===== config.mk =====
export PLATFORM = sky130hd
export DESIGN_NAME = gbr_merge
export DESIGN_NICKNAME = d
export VERILOG_FILES = /design/src/design/gbr_pkg.sv /design/src/design/gbr_merge.sv
export SDC_FILE = /design/constraint.sdc
export NUM_CORES = 1
export LEC_CHECK = 0
export ABC_AREA = 0
export BUFFER_PORTS_ARGS = -buffer_cell sky130_fd_sc_hd__buf_2
export CAP_MARGIN = 20
export CORE_AREA = 2 2 66 68
export DETAILED_ROUTE_END_ITERATION = 7
export DIE_AREA = 0 0 68 70
export PLACE_DENSITY = 0.76
export SYNTH_ARGS = -nofsm -noshare
export SYNTH_HDL_FRONTEND = slang
export SYNTH_SLANG_ARGS = --single-unit

===== constraint.sdc =====
create_clock -name clk -period 1.9 [get_ports clk]
set_input_delay 0.57 -clock clk [delete_from_list [all_inputs] [get_ports clk]]
set_output_delay 0.57 -clock clk [all_outputs]
set_load 0.01 [all_outputs]

===== src/design/gbr_pkg.sv =====
package gbr_pkg;

  // frame and kernel limits
  localparam int MAX_RADIUS = 3;
  localparam int MAX_WIDTH  = 1024;
  localparam int MAX_HEIGHT = 1024;

  // pixel history ring, indexed by raster index modulo its depth
  localparam int RING_DEPTH = 2 * MAX_RADIUS * MAX_WIDTH + 2 * MAX_RADIUS + 1;
  localparam int ADDR_W     = $clog2(RING_DEPTH);
  localparam int LIN_W      = $clog2(MAX_WIDTH * MAX_HEIGHT);

  // reciprocal of the ring depth for the modulo
  localparam int RING_SHIFT = 32;
  localparam int REC_W      = RING_SHIFT - ADDR_W + 1;
  localparam longint unsigned RING_RECIP = (64'd1 << RING_SHIFT) / RING_DEPTH;
  localparam int MAP_LAT    = 3;

  // field widths
  localparam int DIM_W   = 11;
  localparam int POS_W   = 10;
  localparam int IDX_W   = 2 * DIM_W;
  localparam int RAD_W   = 2;
  localparam int TAP_W   = RAD_W + 1;
  localparam int COEF_W  = 16;
  localparam int CH_W    = 8;
  localparam int PIX_W   = 3 * CH_W;
  localparam int WT_W    = 2 * COEF_W;
  localparam int PROD_W  = WT_W + CH_W;
  localparam int ACC_W   = PROD_W + $clog2((2 * MAX_RADIUS + 1) * (2 * MAX_RADIUS + 1));
  localparam int FRAC_W  = 32;

  // configuration register indexes
  localparam int CFG_ADDR_W = 3;
  localparam logic [CFG_ADDR_W-1:0] REG_RADIUS       = 3'd0;
  localparam logic [CFG_ADDR_W-1:0] REG_COEF_CENTER  = 3'd1;
  localparam logic [CFG_ADDR_W-1:0] REG_COEF_ONE     = 3'd2;
  localparam logic [CFG_ADDR_W-1:0] REG_COEF_TWO     = 3'd3;
  localparam logic [CFG_ADDR_W-1:0] REG_COEF_THREE   = 3'd4;
  localparam logic [CFG_ADDR_W-1:0] REG_FRAME_WIDTH  = 3'd5;
  localparam logic [CFG_ADDR_W-1:0] REG_FRAME_HEIGHT = 3'd6;

  // sequencer states
  typedef enum logic [3:0] {
    S_IDLE,
    S_IN,
    S_OUT,
    S_DEC,
    S_WWAIT,
    S_TAPS,
    S_DRAIN,
    S_ADV,
    S_CHK,
    S_PUSH
  } state_t;

  // tag that travels with an index through the address map
  typedef struct packed {
    logic wr;
    logic last;
  } map_tag_t;

endpackage


===== src/design/gbr_merge.sv =====
module gbr_merge (
  input  logic                         clk,
  input  logic                         rst,
  input  logic                         push,
  input  logic [gbr_pkg::ACC_W-1:0]    acc_red,
  input  logic [gbr_pkg::ACC_W-1:0]    acc_green,
  input  logic [gbr_pkg::ACC_W-1:0]    acc_blue,
  input  logic                         last_in,
  output logic                         free,
  output logic                         out_valid,
  input  logic                         out_stall,
  output logic [gbr_pkg::CH_W-1:0]     red_out,
  output logic [gbr_pkg::CH_W-1:0]     green_out,
  output logic [gbr_pkg::CH_W-1:0]     blue_out,
  output logic                         frame_done
);

  localparam int AW = gbr_pkg::ACC_W;
  localparam int FW = gbr_pkg::FRAC_W;
  localparam int CW = gbr_pkg::CH_W;

  // drop the fraction and saturate
  function automatic logic [CW-1:0] sat_chan(input logic [AW-1:0] a);
    logic [AW-FW-1:0] whole;
    whole = a[AW-1:FW];
    if (whole > (AW-FW)'({CW{1'b1}})) begin
      return {CW{1'b1}};
    end
    return whole[CW-1:0];
  endfunction

  assign free = !out_valid || !out_stall;

  // output register
  always_ff @(posedge clk) begin
    if (rst) begin
      out_valid <= 1'b0;
    end else if (push && free) begin
      out_valid <= 1'b1;
    end else if (out_valid && !out_stall) begin
      out_valid <= 1'b0;
    end
  end

  always_ff @(posedge clk) begin
    if (push && free) begin
      red_out    <= sat_chan(acc_red);
      green_out  <= sat_chan(acc_green);
      blue_out   <= sat_chan(acc_blue);
      frame_done <= last_in;
    end
  end

endmodule


==> qor.yml <==
timing:
  fin_worst_skew_ps: 5.721
  rsz0062_at_grt: "false"
  tns_ps: 0
  tightest_slew_ps: 427.6
  whs_ps: 453.4
  finalSetupViolCount: 0
  fmax_ghz: 0.6989
  min_period_over_period: 0.7531
  period_minus_slack_ps: 1431
  hold_viol: 0
  slew_violations: 0
  slew_headroom: 0.7128
  finalWorstSetupSlack_ps: 469.2
cts:
  clk_latency_ps: 270
  cts_htree_levels: 1
  cts_tree: "yes"
  cts-root-buf: "clkbuf_8"
  clk_path_buf_depth: 2
  cts_setup_buffers: 0
  holdBufCountCts: 0
  cts_buffers: 3
  cts.clk_slew.worst_paths_ps: 90
  ctsResizeCount: 0
  cts_sinks: 26
synthesis:
  yosys-top-cells-count: "edfxtp_1, nand2_1, nor3_1"
  ys_ff_latch: 26
  yosys_warnings: 0
  yosys.cell_types.count: 10
  netlist.area_leader.share: 0.6912
  syn_inst: 87
  synth_fp_nets: 230
  seq_area_frac_synth: 0.7097
  syn-cell-area_mm2: 0.001086
  synth_edf_count: 25
  ys.flop_type: "edfxtp_1"
  async_flop_share: 0
  synth_top_area_cell: "edfxtp_1"
  synthTopCellsByArea: "edfxtp_1, nor3_1, nand2_1"
  avgSynthCellArea_um2: 12.48
setup_path:
  critPathMaxStageDelay_ps: 120
  cp_data_arrival_time_ps: 860
  worst_ep_required_time_ps: 1330
  crit_path_start_kind: "primary input"
  rrSetupSlack_ps: 800
  r2r_cells: 3
  r2r_end: "red_out[6]$_SDFFCE_PN1P_"
  cp_slowest_cell: "buf_2"
  crit_chain: "buf_2 -> nand2_1 -> buf_2"
  worst_setup_path_end_kind: "primary output"
  path_class: "in2out"
  cp_common_cell: "buf_2"
  critPathLaunch: "out_stall"
  cp_max_fo: 2
  r2r-start: "out_valid$_SDFFE_PP0P_"
  setup.worst_path.end: "free"
global_route:
  gr-total-overflow: 0
  grt_use_met1: 0.1212
  grt_pass1_wl_um: 3677
  busiest_layer: "met2"
  grt_use_total: 0.1071
  gr-usage-met2: 0.1521
  antenna_found_initial: 1
  grt.met3_usage: 0.08052
  grt_pass1_vias: 806
  grt_start_max_net_pins: 18
floorplanning:
  fp.dieW_um: 68
  fp.dieH_um: 70
  coreArea_mm2: 0.004144
  io_pins: 170
  rows: 24
  dieArea_mm2: 0.004760
  start_util: 0.2621
layout:
  nNetsFinal: 304
  fin_area_mm2: 0.001583
  drive_gt1_frac: 0.5125
  fin_util: 0.3819
  fillers: 417
  syn_to_final_growth_pct: 45.74
drt:
  drt_iter0_markers: 36
  drc_errors: 0
  antenna_left: 0
  totalWireLength_um: 2507
  vias: 895
  wl_per_cell_um: 11.77
  viasPerCell: 4.202
  dr.pass1.iters: 3
run:
  max_cap_viol_count: 0
min_path:
  hold_path.class: "in2reg"
place:
  place_hpwl_um: 2021
  pre_cts_ws_ps: 313.9
  portBuffers: 73
  dpl_cell_area_mm2: 0.001509
  place.gp.congestion: 0.7154
pwr:
  power.density_mw_per_mm2: 772.5
  p_leak_nw: 0.5486
  peakVddDrop_v: 0.0002935
status:
  status: "complete, no violations"
[metrics by stage]
stage | power (mW) | std cells
floorplan | 0.7101 | 87
global placement | 0.7836 | 208
detailed placement | 0.7866 | 208
CTS | 1.236 | 212
global route | 1.290 | 212
finish | 1.223 | 213
[flip-flops by register name, summed over array words and instances, names as in the netlist]
signal and cells:
red_out 8, blue_out 8, green_out 8, out_valid 1
frame_done 1
[critical path: cells and delay by family]
family                 cells  cell delay, ps
AND/OR/NAND/NOR            1              60
buffers and inverters      2             220
[cell type report]
cell class	count	area, µm²	area share
Sequential cell	26	770.7	0.4870
Timing Repair Buffer	75	380.4	0.2403
Multi-Input combinational cell	55	292.8	0.1850
Tap cell	52	65.06	0.04111
Clock buffer	3	41.29	0.02609
Clock inverter	1	30.03	0.01897
Antenna cell	1	2.502	0.001581
[where the power goes]
group	switching [mW]	internal, mW
logic	0.0687	0.0585
registers	0.00380	0.641
clock network	0.169	0.282
[cell usage in the layout (no fill, tap or decap), types with 2 or more instances in the layout]
cell type / n
edfxtp_1: 25
nor4_4: 3
nor3_1: 24
buf_2: 73
buf_4: 2
nand2_1: 25
clkbuf_8: 3
[metal layers]
metal	up-vias	part of all wire
met5	-	0
met2	60	0.40
met1	371	0.39
met4	0	0.0060
li1	462	-
met3	2	0.20
[logic make-up after synthesis]
logic type / after synthesis / share of synthesized area
AOI/OAI and AO/OA: 1 / 0.004604
buffers and inverters: 6 / 0.02074
DFF: 26 / 0.7097
and+or+nand+nor: 54 / 0.2650
[worst min path at each step]
stage                                 startpoint                      to  slack (ps)  depth (start not counted)
after global routing                         rst  out_valid$_SDFFE_PP0P_         450                          2
after detailed placement  out_valid$_SDFFE_PP0P_  out_valid$_SDFFE_PP0P_         510                          2
after CTS                                    rst  out_valid$_SDFFE_PP0P_         440                          2
final                                        rst  out_valid$_SDFFE_PP0P_         450                          2
after global placement    out_valid$_SDFFE_PP0P_  out_valid$_SDFFE_PP0P_         490                          2
after floorplan           out_valid$_SDFFE_PP0P_  out_valid$_SDFFE_PP0P_         540                          2
Power figures use the tool's default switching activity.
