===== config.mk =====
export PLATFORM = sky130hd
export DESIGN_NAME = gbr_lane
export DESIGN_NICKNAME = d
export VERILOG_FILES = /design/src/design/gbr_pkg.sv /design/src/design/gbr_lane.sv
export SDC_FILE = /design/constraint.sdc
export NUM_CORES = 1
export LEC_CHECK = 0
export ABC_CLOCK_PERIOD_IN_PS = 5970
export BUFFER_PORTS_ARGS = -buffer_cell sky130_fd_sc_hd__buf_2
export CORE_AREA = 2 2 203 205
export DETAILED_ROUTE_END_ITERATION = 10
export DIE_AREA = 0 0 205 207
export SLEW_MARGIN = 10
export SYNTH_ARGS = -nofsm -noshare
export SYNTH_HDL_FRONTEND = slang
export SYNTH_SLANG_ARGS = --single-unit

===== constraint.sdc =====
create_clock -name clk -period 5.97 [get_ports clk]
set_input_delay 0.597 -clock clk [delete_from_list [all_inputs] [get_ports clk]]
set_output_delay 0.597 -clock clk [all_outputs]
set_load 0.01 [all_outputs]

===== src/design/gbr_pkg.sv =====
package gbr_pkg;

  // frame and kernel limits
  localparam int MAX_RADIUS = 3;
  localparam int MAX_WIDTH  = 1024;
  localparam int MAX_HEIGHT = 1024;

  // pixel history ring, indexed by raster index modulo its depth
  localparam int RING_DEPTH = 2 * MAX_RADIUS * MAX_WIDTH + 2 * MAX_RADIUS + 1;
  localparam int ADDR_W     = $clog2(RING_DEPTH);
  localparam int LIN_W      = $clog2(MAX_WIDTH * MAX_HEIGHT);

  // reciprocal of the ring depth for the modulo
  localparam int RING_SHIFT = 32;
  localparam int REC_W      = RING_SHIFT - ADDR_W + 1;
  localparam longint unsigned RING_RECIP = (64'd1 << RING_SHIFT) / RING_DEPTH;
  localparam int MAP_LAT    = 3;

  // field widths
  localparam int DIM_W   = 11;
  localparam int POS_W   = 10;
  localparam int IDX_W   = 2 * DIM_W;
  localparam int RAD_W   = 2;
  localparam int TAP_W   = RAD_W + 1;
  localparam int COEF_W  = 16;
  localparam int CH_W    = 8;
  localparam int PIX_W   = 3 * CH_W;
  localparam int WT_W    = 2 * COEF_W;
  localparam int PROD_W  = WT_W + CH_W;
  localparam int ACC_W   = PROD_W + $clog2((2 * MAX_RADIUS + 1) * (2 * MAX_RADIUS + 1));
  localparam int FRAC_W  = 32;

  // configuration register indexes
  localparam int CFG_ADDR_W = 3;
  localparam logic [CFG_ADDR_W-1:0] REG_RADIUS       = 3'd0;
  localparam logic [CFG_ADDR_W-1:0] REG_COEF_CENTER  = 3'd1;
  localparam logic [CFG_ADDR_W-1:0] REG_COEF_ONE     = 3'd2;
  localparam logic [CFG_ADDR_W-1:0] REG_COEF_TWO     = 3'd3;
  localparam logic [CFG_ADDR_W-1:0] REG_COEF_THREE   = 3'd4;
  localparam logic [CFG_ADDR_W-1:0] REG_FRAME_WIDTH  = 3'd5;
  localparam logic [CFG_ADDR_W-1:0] REG_FRAME_HEIGHT = 3'd6;

  // sequencer states
  typedef enum logic [3:0] {
    S_IDLE,
    S_IN,
    S_OUT,
    S_DEC,
    S_WWAIT,
    S_TAPS,
    S_DRAIN,
    S_ADV,
    S_CHK,
    S_PUSH
  } state_t;

  // tag that travels with an index through the address map
  typedef struct packed {
    logic wr;
    logic last;
  } map_tag_t;

endpackage


===== src/design/gbr_lane.sv =====
module gbr_lane (
  input  logic                         clk,
  input  logic                         rst,
  input  logic                         clear,
  input  logic                         in_valid,
  input  logic                         in_last,
  input  logic [gbr_pkg::WT_W-1:0]     wt,
  input  logic [gbr_pkg::CH_W-1:0]     pix,
  output logic [gbr_pkg::ACC_W-1:0]    acc,
  output logic                         done
);

  localparam int PW = gbr_pkg::PROD_W;
  localparam int AW = gbr_pkg::ACC_W;

  logic          pv, pl;
  logic [PW-1:0] prod;

  // control
  always_ff @(posedge clk) begin
    if (rst) begin
      pv   <= 1'b0;
      pl   <= 1'b0;
      done <= 1'b0;
    end else begin
      pv   <= in_valid;
      pl   <= in_valid && in_last;
      done <= pv && pl;
    end
  end

  // tap product, then accumulate
  always_ff @(posedge clk) begin
    prod <= PW'(wt) * PW'(pix);
    if (clear) begin
      acc <= '0;
    end else if (pv) begin
      acc <= acc + AW'(prod);
    end
  end

endmodule


==> impl_results.html <==
<table>
<tr><th>Metric</th><th>Value</th></tr>
<tr><th colspan="2">Placement</th></tr>
<tr><td>Weighted congestion reported at the end of routability-driven placement</td><td>0.860</td></tr>
<tr><td>Dpl ws</td><td>0.265 ns</td></tr>
<tr><td>Placed instance count</td><td>2074</td></tr>
<tr><td>Area post-placement</td><td>13800 sq um</td></tr>
<tr><td>Estimated wirelength of the detail-placed design</td><td>26400 um</td></tr>
<tr><td>Port buffer count</td><td>91</td></tr>
<tr><th colspan="2">Power</th></tr>
<tr><td>Switching fraction of total power</td><td>0.492</td></tr>
<tr><td>Power dissipated by switching net loads</td><td>3140 uW</td></tr>
<tr><td>Portion of total power attributed to the clock network</td><td>0.094</td></tr>
<tr><td>Leak Pwr</td><td>0.00667 uW</td></tr>
<tr><td>Gate power share</td><td>0.754</td></tr>
<tr><td>Worst vdd rail ir drop</td><td>0.195 mV</td></tr>
<tr><td>Internal power contribution</td><td>3250 uW</td></tr>
<tr><td>Post-layout power</td><td>6390 uW</td></tr>
<tr><td>Register share of total power</td><td>0.152</td></tr>
<tr><td>Pwr per Cell Area</td><td>452 nW/um^2</td></tr>
<tr><th colspan="2">Finish</th></tr>
<tr><td>Multi-input gate area</td><td>10100 sq um</td></tr>
<tr><td>Fraction of layout cells with a size suffix above 1</td><td>0.0893</td></tr>
<tr><td>Final Non-Filler Cells</td><td>2088</td></tr>
<tr><td>Ant. Diodes</td><td>0</td></tr>
<tr><td>Fin area</td><td>14100 sq um</td></tr>
<tr><td>Layout Nets</td><td>1879</td></tr>
<tr><td>FF/Latch Area</td><td>1780 sq um</td></tr>
<tr><td>Total of fill cells in the finished design</td><td>4194</td></tr>
<tr><td>Layout Area Growth over Synthesis</td><td>10.5%</td></tr>
<tr><th colspan="2">Timing</th></tr>
<tr><td>Min Tclk post-route</td><td>5.39 ns</td></tr>
<tr><td>Worst clock skew</td><td>0.00491 ns</td></tr>
<tr><td>Unrepaired setup endpoints after global routing</td><td>no</td></tr>
<tr><td>Worst relative slew slack</td><td>0.582</td></tr>
<tr><td>Share of the cycle needed by the critical path after routing</td><td>0.902</td></tr>
<tr><td>Max Clk Rate</td><td>186 MHz</td></tr>
<tr><td>Final Max Tran Viols</td><td>0</td></tr>
<tr><td>Total Negative Setup Slacks</td><td>0 ns</td></tr>
<tr><td>Actual slew at the worst max-slew pin</td><td>0.628 ns</td></tr>
<tr><td>Final Setup Violations</td><td>0</td></tr>
<tr><td>Final hold violation count</td><td>0</td></tr>
<tr><td>Fin worst setup slack</td><td>0.584 ns</td></tr>
<tr><th colspan="2">Clock network</th></tr>
<tr><td>CTS hold repair buffers</td><td>0</td></tr>
<tr><td>Clock Root Buffer</td><td>clkbuf_16</td></tr>
<tr><td>Clk_lat worst skew</td><td>0.34 ns</td></tr>
<tr><td>Resized cells post-CTS</td><td>0</td></tr>
<tr><td>Clock tree from TritonCTS</td><td>built</td></tr>
<tr><td>Buffers inserted during post-CTS setup optimization</td><td>0</td></tr>
<tr><td>Clock transition at the registers of the reported paths</td><td>0.06 ns</td></tr>
<tr><td>Inserted Clock Buffers</td><td>9</td></tr>
<tr><td>Number of buffers between clock root and the deepest sink</td><td>2</td></tr>
<tr><td>CTS HTree Levels</td><td>3</td></tr>
<tr><td>Clock Sinks</td><td>89</td></tr>
<tr><th colspan="2">Synthesis</th></tr>
<tr><td>Average cell area after synthesis</td><td>8.58 sq um</td></tr>
<tr><td>Number of standard cells after synthesis</td><td>1492</td></tr>
<tr><td>Biggest area contributors in the synthesized netlist</td><td>fa_1 (28%), dfxtp_1 (14%), and2_1 (10%), ha_1 (9.8%), inv_1 (5.4%)</td></tr>
<tr><td>Cell taking the most area after synthesis</td><td>fa_1</td></tr>
<tr><td>Dominant synthesized flop cell</td><td>dfxtp_1</td></tr>
<tr><td>Commonest cells in the synthesized netlist</td><td>and2_1 (210), inv_1 (184), fa_1 (181), nand2_1 (125), ha_1 (100)</td></tr>
<tr><td>Distinct cell type count of the synthesized netlist</td><td>66</td></tr>
<tr><td>Number of nets in the synthesized netlist</td><td>1818</td></tr>
<tr><td>Total of flip-flops plus latches after synthesis</td><td>89</td></tr>
<tr><td>Library cell with the highest instance count after synthesis</td><td>and2_1</td></tr>
<tr><td>Share of flip-flops with an asynchronous set or reset</td><td>0</td></tr>
<tr><td>Combined area of all synthesized cells</td><td>12800 sq um</td></tr>
<tr><td>Warning count from the yosys run</td><td>0</td></tr>
<tr><td>Number of enable-type register cells in the synthesized netlist</td><td>0</td></tr>
<tr><td>Portion of the post-synthesis area used by sequential elements</td><td>0.139</td></tr>
<tr><td>Portion of synthesized cell area occupied by the leading cell type</td><td>0.283</td></tr>
<tr><th colspan="2">Critical path</th></tr>
<tr><td>Critical path capture point type</td><td>flip-flop</td></tr>
<tr><td>Data required time of the worst path</td><td>6.19 ns</td></tr>
<tr><td>Number of cells traversed by the worst register-to-register path</td><td>12</td></tr>
<tr><td>Critical Path Fanout Max</td><td>20</td></tr>
<tr><td>Path type of the worst setup path</td><td>input port to flip-flop</td></tr>
<tr><td>Worst path arrival time</td><td>5.60 ns</td></tr>
<tr><td>Crit path top cell by count</td><td>fa_1</td></tr>
<tr><td>Slowest stage cell on the critical path</td><td>fa_1</td></tr>
<tr><td>Critical Path, Cell by Cell</td><td>buf_2 &gt; and2_1 &gt; fa_1 &gt; fa_1 &gt; fa_1 &gt; inv_1 &gt; fa_1 &gt; inv_1 &gt; ha_1 &gt; a21oi_1 &gt; o21ai_0 &gt; o41ai_1 &gt; nand4_1 &gt; o211ai_1 &gt; o211ai_1 &gt; a2111oi_0 &gt; or4_1 &gt; nand3_1</td></tr>
<tr><td>Critical path startpoint category</td><td>input port</td></tr>
<tr><td>Worst R2R Start</td><td>acc[0]</td></tr>
<tr><td>R2R Setup Slk</td><td>2.55 ns</td></tr>
<tr><td>Crit-path max cell delay</td><td>0.53 ns</td></tr>
<tr><td>RR Endpoint</td><td>acc[42]</td></tr>
<tr><th colspan="2">Global routing</th></tr>
<tr><td>Global-route congestion overflow total</td><td>0</td></tr>
<tr><td>Via count of the first global-routing pass</td><td>10385</td></tr>
<tr><td>First-pass GRT wire length</td><td>53700 um</td></tr>
<tr><td>Antenna violations before repair</td><td>0</td></tr>
<tr><td>GRT Total Usage</td><td>0.154</td></tr>
<tr><td>Pin count of the biggest net entering global routing</td><td>52</td></tr>
<tr><th colspan="2">Route</th></tr>
<tr><td>Drt first-iter violations</td><td>647</td></tr>
<tr><td>Routed vias/inst</td><td>4.86</td></tr>
<tr><td>Vias</td><td>10142</td></tr>
<tr><td>Detailed-router iteration count before antenna repair</td><td>5</td></tr>
<tr><td>DR WL/cell</td><td>15.3 um</td></tr>
<tr><td>Residual DRC count</td><td>0</td></tr>
<tr><td>Remaining antenna violation count after routing</td><td>0</td></tr>
<tr><td>Wire length after detailed routing</td><td>32000 um</td></tr>
<tr><th colspan="2">Floorplanning</th></tr>
<tr><td>Die height</td><td>207 um</td></tr>
<tr><td># IOs</td><td>92</td></tr>
<tr><td>Initial cell density of the core</td><td>0.317</td></tr>
<tr><td>Core area</td><td>40400 sq um</td></tr>
<tr><td>Width of the die</td><td>205 um</td></tr>
<tr><td>Placement row count</td><td>74</td></tr>
<tr><td>Full die area</td><td>42400 sq um</td></tr>
<tr><th colspan="2">Hold path</th></tr>
<tr><td>Hold Crit Start</td><td>pl</td></tr>
<tr><td>Hold Path Stages</td><td>2</td></tr>
<tr><td>Worst Hold End</td><td>done</td></tr>
<tr><td>Type of the worst min-delay path</td><td>flip-flop to flip-flop</td></tr>
<tr><th colspan="2">Run</th></tr>
<tr><td>Number of max-capacitance violations reported</td><td>0</td></tr>
<tr><th colspan="2">Status</th></tr>
<tr><td>Run status</td><td>complete, no violations</td></tr>
</table>
critical path, delay by kind of cell:
kind,cells,cell delay [ns]
compound gates,6,1.67
fa+ha+maj,5,2.30
buf+inv,3,0.39
simple gates,4,0.63
flip-flops by register name, summed over array words and instances (netlist names):
register	count
prod	40
done	1
pl	1
pv	1
acc	46
worst max path at each step:
stage,startpoint,endpoint,slack (ns),cells past startpoint
after floorplan,pix[7],prod[39],0.84,19
after global placement,pix[7],prod[39],0.34,19
after detailed placement,pix[2],prod[38],0.27,18
after CTS,pix[2],prod[38],0.62,18
after global routing,pix[3],prod[38],0.11,18
final,pix[2],prod[38],0.58,18
cell families (layout without fill, tap and decap cells):
family / after synthesis / after routing / synth area share
xor gates and xnor gates: 58 / 58 / 0.0397
muxes: 19 / 19 / 0.0152
AOI/OAI and AO/OA: 276 / 276 / 0.140
buffers and inverters: 240 / 304 / 0.0714
DFF: 89 / 89 / 0.139
and+or+nand+nor: 529 / 529 / 0.214
adders and majority gates: 281 / 281 / 0.381
routing by layer:
layer	routed length, um	GRT usage	part of all wire
met5	0	0	0
met4	434	0.0367	0.014
met3	1020	0.0123	0.032
met2	13800	0.236	0.43
met1	16700	0.234	0.52
layout by cell type, fill, tap and decap left out, types with 12 or more instances in the layout:
master / synthesis / routed
dfxtp_1: 89 / 88
and2_1: 210 / 210
xnor2_1: 35 / 35
a21o_1: 25 / 25
fa_1: 181 / 181
inv_1: 184 / 184
xor2_1: 23 / 23
a21oi_1: 96 / 96
o21a_1: 12 / 12
nand2_1: 125 / 125
mux2i_1: 16 / 16
o21ai_0: 51 / 51
nor2b_1: 13 / 13
nand3_1: 20 / 20
ha_1: 100 / 100
nor3_1: 25 / 25
buf_2: 4 / 91
nor2_1: 87 / 87
buf_4: 0 / 14
cell type report:
type | count | share of cell area
flip-flops and latches | 89 | 0.126
inverters | 184 | 0.0489
multi-input cells | 1163 | 0.714
clock inverters | 3 | 0.00460
well taps | 532 | 0.0471
repair buffers | 106 | 0.0411
clock buffers | 11 | 0.0179
power by group through the flow:
stage / registers [uW] / logic, uW / clock network [uW]
after floorplan: 958 / 3700 / 0
after global placement: 990 / 4700 / 0
after detailed placement: 988 / 4780 / 0
after CTS: 975 / 4810 / 626
after global routing: 991 / 5490 / 646
final: 971 / 4820 / 599
through the flow:
| step | util | hold slack (ns) |
|---|---|---|
| after floorplan | - | 0.404 |
| after CTS | 0.350 | 0.403 |
| after detailed placement | 0.342 | 0.410 |
| final | 0.350 | 0.417 |
| after global placement | 0.342 | 0.410 |
| after global routing | 0.350 | 0.415 |
Power figures use the tool's default switching activity.
