### src/design/gbr_pkg.sv
package gbr_pkg;

  // frame and kernel limits
  localparam int MAX_RADIUS = 3;
  localparam int MAX_WIDTH  = 1024;
  localparam int MAX_HEIGHT = 1024;

  // pixel history ring, indexed by raster index modulo its depth
  localparam int RING_DEPTH = 2 * MAX_RADIUS * MAX_WIDTH + 2 * MAX_RADIUS + 1;
  localparam int ADDR_W     = $clog2(RING_DEPTH);
  localparam int LIN_W      = $clog2(MAX_WIDTH * MAX_HEIGHT);

  // reciprocal of the ring depth for the modulo
  localparam int RING_SHIFT = 32;
  localparam int REC_W      = RING_SHIFT - ADDR_W + 1;
  localparam longint unsigned RING_RECIP = (64'd1 << RING_SHIFT) / RING_DEPTH;
  localparam int MAP_LAT    = 3;

  // field widths
  localparam int DIM_W   = 11;
  localparam int POS_W   = 10;
  localparam int IDX_W   = 2 * DIM_W;
  localparam int RAD_W   = 2;
  localparam int TAP_W   = RAD_W + 1;
  localparam int COEF_W  = 16;
  localparam int CH_W    = 8;
  localparam int PIX_W   = 3 * CH_W;
  localparam int WT_W    = 2 * COEF_W;
  localparam int PROD_W  = WT_W + CH_W;
  localparam int ACC_W   = PROD_W + $clog2((2 * MAX_RADIUS + 1) * (2 * MAX_RADIUS + 1));
  localparam int FRAC_W  = 32;

  // configuration register indexes
  localparam int CFG_ADDR_W = 3;
  localparam logic [CFG_ADDR_W-1:0] REG_RADIUS       = 3'd0;
  localparam logic [CFG_ADDR_W-1:0] REG_COEF_CENTER  = 3'd1;
  localparam logic [CFG_ADDR_W-1:0] REG_COEF_ONE     = 3'd2;
  localparam logic [CFG_ADDR_W-1:0] REG_COEF_TWO     = 3'd3;
  localparam logic [CFG_ADDR_W-1:0] REG_COEF_THREE   = 3'd4;
  localparam logic [CFG_ADDR_W-1:0] REG_FRAME_WIDTH  = 3'd5;
  localparam logic [CFG_ADDR_W-1:0] REG_FRAME_HEIGHT = 3'd6;

  // sequencer states
  typedef enum logic [3:0] {
    S_IDLE,
    S_IN,
    S_OUT,
    S_DEC,
    S_WWAIT,
    S_TAPS,
    S_DRAIN,
    S_ADV,
    S_CHK,
    S_PUSH
  } state_t;

  // tag that travels with an index through the address map
  typedef struct packed {
    logic wr;
    logic last;
  } map_tag_t;

endpackage

### src/design/gbr_ring_map.sv
module gbr_ring_map (
  input  logic                           clk,
  input  logic                           rst,
  input  logic                           in_valid,
  input  gbr_pkg::map_tag_t              in_tag,
  input  logic [gbr_pkg::LIN_W-1:0]      lin,
  output logic                           out_valid,
  output gbr_pkg::map_tag_t              out_tag,
  output logic [gbr_pkg::ADDR_W-1:0]     addr
);

  localparam int LW = gbr_pkg::LIN_W;
  localparam int AW = gbr_pkg::ADDR_W;
  localparam int RW = gbr_pkg::REC_W;
  localparam int MW = LW + RW;
  localparam int QW = MW - gbr_pkg::RING_SHIFT;

  logic              va, vb;
  gbr_pkg::map_tag_t tag_a, tag_b;
  logic [LW-1:0]     lin_a;
  logic [MW-1:0]     prod_a;
  logic [AW:0]       rem_b;
  logic [QW-1:0]     quot;
  logic [LW-1:0]     qd;
  logic [LW-1:0]     rem_full;

  // quotient estimate is exact or one low, so one correction step follows
  always_comb begin
    quot     = prod_a[MW-1:gbr_pkg::RING_SHIFT];
    qd       = {{(LW-QW){1'b0}}, quot} * LW'(gbr_pkg::RING_DEPTH);
    rem_full = lin_a - qd;
  end

  // control
  always_ff @(posedge clk) begin
    if (rst) begin
      va        <= 1'b0;
      vb        <= 1'b0;
      out_valid <= 1'b0;
    end else begin
      va        <= in_valid;
      vb        <= va;
      out_valid <= vb;
    end
  end

  // reciprocal multiply, remainder, correction
  always_ff @(posedge clk) begin
    tag_a   <= in_tag;
    lin_a   <= lin;
    prod_a  <= {{RW{1'b0}}, lin} * {{LW{1'b0}}, RW'(gbr_pkg::RING_RECIP)};
    tag_b   <= tag_a;
    rem_b   <= rem_full[AW:0];
    out_tag <= tag_b;
    if (rem_b >= (AW+1)'(gbr_pkg::RING_DEPTH)) begin
      addr <= AW'(rem_b - (AW+1)'(gbr_pkg::RING_DEPTH));
    end else begin
      addr <= rem_b[AW-1:0];
    end
  end

endmodule

### config.mk
export PLATFORM = sky130hd
export DESIGN_NAME = gbr_ring_map
export DESIGN_NICKNAME = d
export VERILOG_FILES = /design/src/design/gbr_pkg.sv /design/src/design/gbr_ring_map.sv
export SDC_FILE = /design/constraint.sdc
export NUM_CORES = 1
export LEC_CHECK = 0
export ABC_AREA = 1
export CAP_MARGIN = 25
export CORE_ASPECT_RATIO = 2
export CORE_MARGIN = 2
export CORE_UTILIZATION = 60
export CTS_BUF_LIST = sky130_fd_sc_hd__clkbuf_2
export DETAILED_ROUTE_END_ITERATION = 16
export DONT_BUFFER_PORTS = 1
export PLACE_DENSITY_LB_ADDON = 0.25
export SKIP_LAST_GASP = 1
export SLEW_MARGIN = 20
export SYNTH_ARGS = -nofsm -noshare
export SYNTH_HDL_FRONTEND = slang
export SYNTH_SLANG_ARGS = --single-unit
### constraint.sdc
create_clock -name clk -period 10.2 [get_ports clk]
set_clock_uncertainty 0.15 [all_clocks]
set_input_delay 0.51 -clock clk [delete_from_list [all_inputs] [get_ports clk]]
set_output_delay 0.51 -clock clk [all_outputs]
set_load 0.05 [all_outputs]
==> results list, run 1 <==
- The run finished with clean final reports.
* Post-synthesis cell type count: 36
* Area share of the largest cell type after synthesis: 29.71%
- Fraction of final layout cells with drive strength greater than 1: 3.329%
- Worst-case clock buffer depth: 2
- Post-synthesis cell count: 1440
* Quantity of hold-fixing buffers added after cts: 18
- The first detailed-routing pass ran for 5 iterations.
- The detailed router finished its first iteration with 269 violations.
- Destination of the worst register-to-register timing path: rem_b[12]$_DFF_P_
- Number of clock sinks: 58
* Cell count of the worst reg-to-reg path: 12
* Antenna Nets Post-Route: 0
* Area growth from synthesis to layout: 5.114%
- Number of vias after detailed routing: 8859
- In the final timing run, aggregate negative setup slack is 0 ns.
* Count of flip-flops with a built-in enable after synthesis: 0
- Endpoint, Worst Hold: tag_b[0]$_DFF_P_
* Global-route wire length before repair: 47.27 mm
* Maximum fanout along the worst path: 8
- The worst setup path is captured at a register.
- Yosys printed 0 warnings.
- Number of max-cap violations: 0
- Total I/O pin count: 41
- Floorplan core area: 19280 um^2
- In this run the most critical hold path is launched from tag_a[0]$_DFF_P_.
* Setup-violating endpoint count in the final report: 0
* Number of antenna violations at the first check in global routing: 1
- For this block, the routed nets add up to 28.79 mm of wire.
- Mapped Avg Cell Area: 8.190 um^2
* Post-cts gate resize count: 0
- For the pin with the worst max-slew slack, the measured transition is 0.6727 ns.
- Final core area utilization: 64.30%
- In the routed layout, each cell is associated on average with a via count of 5.115.
* Biggest cell delay along the critical path: 0.55 ns
- Synth Flop Type: sky130_fd_sc_hd__dfxtp_1
- Site Rows: 72
* Reg clk slew, reported paths: 0.19 ns
- Maximum level of the CTS H-tree: 3
* Post-CTS setup-driven buffer insertion count: 0
- Number of hold violations in the final report: 0
* CTS tree: done
- The kind of cell with the highest combined delay along the critical path is adder cells.
* Maximum number of pins on one net before global-route repair: 23
- sky130_fd_sc_hd__inv_1 is the most common cell in the netlist.
- At the worst endpoint, the required time is 10.47 ns.
* Ordered list of cells on the worst path: inv_1 > fa_1 > fa_1 > inv_1 > ha_1 > inv_1 > fa_1 > inv_1 > fa_1 > fa_1 > inv_1 > fa_1 > inv_1 > ha_1 > a21oi_1 > nor2_1 > nor2_1 > o21a_1 > nand2_1 > nand2_1 > nand2_1 > nand2_1 > nand2_1
- Final Critical Period: 5.299 ns
- Final routed wire length divided by cell count: 16.62 um
* CTS buffer count: 9
* Clock insertion delay at the later pin of the skew report: 0.54 ns
- STA classifies the critical path startpoint as an input pin.
- IO Port Bufs: 0
* Worst setup slack for register-to-register paths: 6.17 ns
- Die Outline Area: 20860 um^2
- Initial standard-cell utilization of the core: 61.18%
- The worst register-to-register path begins at prod_a[38]$_DFF_P_.
- Max Clk Rate: 0.1887 GHz
- Dividing the final minimum period by the clock period gives 51.95%.
- Mapped Nets: 1883
- Setup repair after global routing left no endpoint under its margin.
- Via count of the first global-routing pass: 9986
* GRT Overall Usage: 30.51%
- The net count of the finished layout is 1910.
- The setup path with the least slack is of type in -> reg.
- Ranked by instance count, the synthesized netlist is headed by sky130_fd_sc_hd__inv_1, sky130_fd_sc_hd__nand2_1, sky130_fd_sc_hd__ha_1.
* Count of final max-slew check failures: 0
- The share of the Yosys chip area taken by registers is 9.845%.
* Sum of buffers and inverters on the critical path: 6
- Hold Crit Class: reg -> reg
- For this run, design rule violations remaining after detail routing come to 0.
* Gp weighted congestion: 0.9365
* Arrival time reported for the critical path endpoint: 5.57 ns
* Die X-Extent: 103.1 um
* Clk Tree Root Cell: sky130_fd_sc_hd__clkbuf_2
- Share of flip-flops with an asynchronous set or reset: 0%
* Number of synthesized register bits: 58
- Congestion Overflow GR: 0
* Worst hold path depth: 0
- The wire-length estimate of the detail-placed layout is 25.52 mm.
- Yosys attributes the largest share of cell area to sky130_fd_sc_hd__fa_1, sky130_fd_sc_hd__ha_1, sky130_fd_sc_hd__inv_1.
* Summed instance area of the synthesized netlist: 11790 um^2
- Headroom to the max-slew limit came out at 54.68%.
- Summed over all instances, the cell type with the most area after synthesis is sky130_fd_sc_hd__fa_1.
- Crit-path slowest cell: sky130_fd_sc_hd__fa_1
- Die outline height: 202.3 um
==> registers in the layout (all words and copies together) (netlist names) <==
signal,cells
lin_a,13
tag_a,2
tag_b,2
addr,13
vb,1
va,1
out_tag,2
out_valid,1
rem_b,14
prod_a,9
==> logic make-up after synthesis <==
kind of cell               synth area share, %
DFF                                      9.845
AOI/OAI and AO/OA                        3.596
xor gates and xnor gates                 1.772
adders and majority gates                55.48
buffers and inverters                    14.67
and+or+nand+nor                          14.63
==> layout make-up <==
class / instances / area (um^2)
clock inverters: 7 / 77.57
clock buffers: 9 / 45.04
flip-flops and latches: 58 / 1161
diodes: 1 / 2.502
inverters: 454 / 1704
repair buffers: 18 / 180.2
well taps: 259 / 324.1
fillers: 1742 / 6882
multi-input cells: 926 / 8902
==> placed cells by master, fill, tap and decap left out, types with 5 or more instances in the layout <==
cell type	count
sky130_fd_sc_hd__o21ai_0	13
sky130_fd_sc_hd__fa_1	175
sky130_fd_sc_hd__nand2_1	260
sky130_fd_sc_hd__xnor2_1	11
sky130_fd_sc_hd__dlygate4sd3_1	18
sky130_fd_sc_hd__o21bai_1	6
sky130_fd_sc_hd__nor2_2	7
sky130_fd_sc_hd__xor2_1	11
sky130_fd_sc_hd__a21oi_1	38
sky130_fd_sc_hd__o21ai_1	5
sky130_fd_sc_hd__dfxtp_1	58
sky130_fd_sc_hd__clkbuf_2	9
sky130_fd_sc_hd__nand3_1	36
sky130_fd_sc_hd__nand2_2	7
sky130_fd_sc_hd__ha_1	243
sky130_fd_sc_hd__inv_1	452
sky130_fd_sc_hd__nor2_1	80
==> per-layer routing <==
| metal | GRT usage [%] | vias to the layer above | routed length (um) | part of all wire, % |
|---|---|---|---|---|
| met4 | 20.39 | 0 | 2477 | 8.6 |
| met2 | 61.11 | 187 | 16770 | 58 |
| met5 | 0 | - | 0 | 0 |
| met1 | 25.83 | 4246 | 8745 | 30 |
| met3 | 3.596 | 119 | 791 | 2.7 |
| li1 | - | 4307 | - | - |
==> how the worst max path moves through the flow <==
| stage | endpoint | cells past startpoint | slack, ns | from |
|---|---|---|---|---|
| after CTS | prod_a[39]$_DFF_P_ | 23 | 4.91 | lin[5] |
| after floorplan | prod_a[37]$_DFF_P_ | 23 | 4.72 | lin[10] |
| after global placement | prod_a[39]$_DFF_P_ | 23 | 4.37 | lin[5] |
| after detailed placement | prod_a[39]$_DFF_P_ | 23 | 4.30 | lin[5] |
| final | prod_a[38]$_DFF_P_ | 23 | 4.90 | lin[10] |
| after global routing | prod_a[36]$_DFF_P_ | 24 | 4.50 | lin[5] |
==> stage by stage <==
stage                     cell area, um^2  worst slack [ns]  hold WS [ns]  cells
after floorplan                     11790             4.719        0.1596   1440
after global placement              12090             4.366        0.1630   1697
after detailed placement            12090             4.301        0.1688   1697
after CTS                           12390             4.910        0.2007   1731
after global routing                12400             4.504        0.2105   1732
final                               12400             4.901        0.1985   1732
Power of run 1 is left out: the tool's default activity adds up to more than one toggle a clock period on the data nets, which glitch-free logic cannot reach.
==> run 2: changes to the inputs <==
--- a/config.mk
+++ b/config.mk
@@ -5,7 +5,7 @@
 export SDC_FILE = /design/constraint.sdc
 export NUM_CORES = 1
 export LEC_CHECK = 0
-export ABC_AREA = 1
+export ABC_AREA = 0
 export CAP_MARGIN = 25
 export CORE_ASPECT_RATIO = 2
 export CORE_MARGIN = 2
==> constraint.sdc (replaced) <==
create_clock -name clk -period 4.6 [get_ports clk]
set_clock_uncertainty 0.15 [all_clocks]
set_input_delay 0.23 -clock clk [delete_from_list [all_inputs] [get_ports clk]]
set_output_delay 0.23 -clock clk [all_outputs]
set_load 0.05 [all_outputs]
==> results list, run 2 <==
* Number of DRC markers in iteration 0: 255 (was 269)
- The count of mapped cells out of synthesis is 1043 (was 1440).
- The number of global-route vias before repair was 8006 (was 9986).
- The effective utilization at floorplan came to 60.80% (was 61.18%).
- The first-pass GRT wire length is 39.25 mm (was 47.27 mm).
- Post-synth top area cell: sky130_fd_sc_hd__fa_1 (unchanged)
- Slew at the pin closest to its max-slew limit: 0.4820 ns (was 0.6727 ns)
* Setup-violating endpoint count in the final report: 8 (was 0)
* Setup repair after global routing missed its margin: yes (was no)
* Total I/O pin count: 41 (unchanged)
- Gp weighted congestion: 0.9452 (was 0.9365)
- The summed instance area of the synthesized netlist was 10400 um^2 (was 11790 um^2).
- DRC violations left: 0 (unchanged)
- Most instantiated cells after synthesis: sky130_fd_sc_hd__inv_1, sky130_fd_sc_hd__ha_1, sky130_fd_sc_hd__fa_1 (was sky130_fd_sc_hd__inv_1, sky130_fd_sc_hd__nand2_1, sky130_fd_sc_hd__ha_1)
- Number of vias after detailed routing: 7109 (was 8859)
- The area share of xor/xnor cells in the synthesized design was 3.201% (was 1.772%).
- Of the available clock period, the critical path in the final layout requires 111.3%.
* Fraction of the mapped netlist area in adder cells: 62.94% (was 55.48%)
- M2 GR Usage: 45.83% (was 61.11%)
- The most common flop cell mapped by yosys is sky130_fd_sc_hd__dfxtp_1 (unchanged).
- Critical path launch point type: input pin (unchanged)
- Ordered list of cells on the worst path: clkinvlp_4 > fa_1 > inv_2 > fa_1 > ha_1 > inv_2 > fa_1 > inv_1 > fa_1 > fa_1 > inv_1 > fa_1 > inv_1 > ha_2 > or3_1 > o211ai_1 > buf_4 > buf_6 > o21ai_1 > or3_1 > a31oi_1 > xnor2_1 (was inv_1 > fa_1 > fa_1 > inv_1 > ha_1 > inv_1 > fa_1 > inv_1 > fa_1 > fa_1 > inv_1 > fa_1 > inv_1 > ha_1 > a21oi_1 > nor2_1 > nor2_1 > o21a_1 > nand2_1 > nand2_1 > nand2_1 > nand2_1 > nand2_1).
- The smallest hold slack is 0.1038 ns (was 0.1985 ns).
* Hold Crit Class: in -> reg (was reg -> reg)
- Cell seen most often among critical-path stages: sky130_fd_sc_hd__fa_1
* CP startpoint: lin[9] (was lin[10])
* Router iterations before antenna repair: 5 (unchanged)
* Worst-case clock buffer depth: 2 (unchanged)
- The final reports fail on negative setup slack.
* Count of final max-slew check failures: 0 (unchanged)
* Share of flip-flops with an asynchronous set or reset: 0% (unchanged)
* Main combinational cell family by area after synthesis: adder cells (unchanged)
- Mapped Nets: 1486 (was 1883)
- The classification of the worst setup path is in -> reg (unchanged).
* Registers with the most flip-flops: rem_b x14, addr x13, lin_a x13 (unchanged)
- The number of rows created at floorplan was 68 (was 72).
* Reg clk slew, reported paths: 0.22 ns (was 0.19 ns)
* Clk Tree Root Cell: sky130_fd_sc_hd__clkbuf_2 (unchanged)
- Number of max-cap violations: 0 (unchanged)
- Die Outline Area: 18460 um^2 (was 20860 um^2)
- Mean number of vias per cell: 5.151 (was 5.115)
- CTS tree: done (unchanged)
- Slew headroom: 67.83% (was 54.68%)
- Met1 layer usage reported by global route: 35.97% (was 25.83%)
- Biggest cell delay along the critical path: 0.57 ns (was 0.55 ns)
* Number of synthesized register bits: 58 (unchanged)
* Antenna Nets Post-Route: 0 (unchanged)
- Maximum level of the CTS H-tree: 3 (unchanged)
- The flip-flop count of the largest register after layout was 14 (unchanged).
* Drt total wl: 22.41 mm (was 28.79 mm)
- The global-route met3 utilization came to 4.078% (was 3.596%).
* Post-synthesis mux area share: 0.2407% (was 0%)
- The clock insertion delay at the later pin of the skew report came to 0.53 ns (was 0.54 ns).
- IO Port Bufs: 0 (unchanged)
- The maximum number of pins on one net before global-route repair is 13 (was 23).
- The most heavily used metal layer in global routing is met2 (unchanged).
- The total congestion overflow is 0 (unchanged).
- Worst setup margin: -0.5215 ns (was 4.901 ns)
- Synth area leaders: sky130_fd_sc_hd__fa_1, sky130_fd_sc_hd__ha_1, sky130_fd_sc_hd__inv_1 (unchanged).
* Most used standard cell by instance count after synthesis: sky130_fd_sc_hd__inv_1 (unchanged)
* Area growth from synthesis to layout: 14.28% (was 5.114%)
- The highest fanout seen on the critical path is 9 (was 8).
- Floorplan core area: 17100 um^2 (was 19280 um^2)
- Hold path startpoint: lin[0] (was tag_a[0]$_DFF_P_)
- Yosys warnings: 0 (unchanged)
- Sequential cell area fraction in the yosys report: 11.17% (was 9.845%)
- The commonest non-fill, non-tap cell in the layout is sky130_fd_sc_hd__inv_1 (unchanged).
- The compound-cell area share of the yosys netlist was 5.860% (was 3.596%).
* Number of clock sinks: 58 (unchanged)
- The cell type of the slowest stage on the worst timing path was sky130_fd_sc_hd__fa_1 (unchanged).
- The total count of hold-check failures in the final report came to 0 (unchanged).
- The placed wire-length estimate was 19.39 mm (was 25.52 mm).
- Share of synthesized cell area in and, or, nand and nor gates: 4.344% (was 14.63%)
* Type of destination of the critical path: register (unchanged)
* Die outline height: 190.2 um (was 202.3 um)
- Register with the highest flop count: rem_b (unchanged)
- Net count, final: 1607 (was 1910)
- The overall fraction of global-route tracks in use came to 27.03% (was 30.51%).
* Number of antenna violations at the first check in global routing: 0 (was 1)
- Top library cells by usage in the layout, fill and taps aside: sky130_fd_sc_hd__inv_1, sky130_fd_sc_hd__ha_1, sky130_fd_sc_hd__fa_1 (was sky130_fd_sc_hd__inv_1, sky130_fd_sc_hd__nand2_1, sky130_fd_sc_hd__ha_1)
* Run status: finished, violations left (was finished clean)
- Based on the critical path, the design can be clocked at up to 0.1953 GHz.
- Die X-Extent: 97.09 um (was 103.1 um)
- The arrival time at the worst endpoint was 5.42 ns (was 5.57 ns).
- The origin of the critical flop-to-flop path is prod_a[38]$_DFF_P_ (unchanged).
- CP required: 4.90 ns (was 10.47 ns)
- The wire length per cell was 16.24 um (was 16.62 um).
* Final instance area: 11880 um^2 (was 12400 um^2)
- Post-synthesis cell type count: 44 (was 36)
- The fraction of layout instances using a drive strength above 1 is 12.83% (was 3.329%).
- CTS buffer count: 9 (unchanged)
* Count of flip-flops with a built-in enable after synthesis: 0 (unchanged)
- The smallest clock period supported by the final layout is computed as 5.122 ns.
- Post-placement cell area: 11400 um^2 (was 12090 um^2)
- Area share of the largest cell type after synthesis: 33.69% (was 29.71%)
- Mapped Avg Cell Area: 9.969 um^2 (was 8.190 um^2)
[run 2: final timing paths]
path              slack [ns]            endpoint  depth (start not counted)
setup reg to reg        0.74   rem_b[11]$_DFF_P_                         12
hold / removal          0.10   prod_a[0]$_DFF_P_                          1
hold reg to reg         0.20  out_tag[0]$_DFF_P_                          0
setup / recovery       -0.52  prod_a[36]$_DFF_P_                         22
[run 2: worst max-delay path: cells and delay by family]
family | cells | cell delay, ns
AOI/OAI and AO/OA | 3 | 0.36
xor gates and xnor gates | 1 | 0.14
adders and majority gates | 8 | 3.43
buffers and inverters | 8 | 0.60
and+or+nand+nor | 2 | 0.64
[run 2: cell type report]
class	instances	area [um^2]
well taps	210	262.8
diodes	1	2.502
clock inverters	7	102.6
clock buffers	9	45.04
fillers	1284	5219
flip-flops and latches	58	1161
multi-input cells	648	8130
inverters	335	1272
repair buffers	112	905.9
[run 2: kinds of logic (layout without fill, tap and decap cells)]
logic type / after synthesis / after routing
adders and majority gates: 418 / 418
and+or+nand+nor: 93 / 93
DFF: 58 / 58
AOI/OAI and AO/OA: 97 / 97
xor gates and xnor gates: 38 / 38
other: 0 / 1
buffers and inverters: 337 / 463
muxes: 2 / 2
[run 2: metal layers]
metal | share of wire [%] | vias to the layer above
li1 | - | 3471
met1 | 43 | 3449
met2 | 49 | 151
met3 | 3.9 | 38
met4 | 3.3 | 0
met5 | 0 | -
[run 2: what timing repair did]
item	in CTS	in global routing
hold buffers	18	0
hold endpoints to repair	19	0
buffers inserted	4	1
pin swaps	28	4
resized for setup	27	2
endpoints found under the setup margin	8	8
[run 2: through the flow]
| step | std cells | setup WS, ns | setup TNS [ns] | utilization [%] |
|---|---|---|---|---|
| floorplan | 1043 | -0.8828 | -5.735 | - |
| global route | 1379 | -0.6609 | -4.726 | 69.47 |
| detailed placement | 1340 | -1.380 | -9.626 | 66.67 |
| global placement | 1340 | -1.255 | -8.869 | 66.67 |
| CTS | 1378 | -0.5079 | -3.295 | 69.39 |
| finish | 1380 | -0.5215 | -3.513 | 69.48 |
Power of run 2 is left out for the same reason.
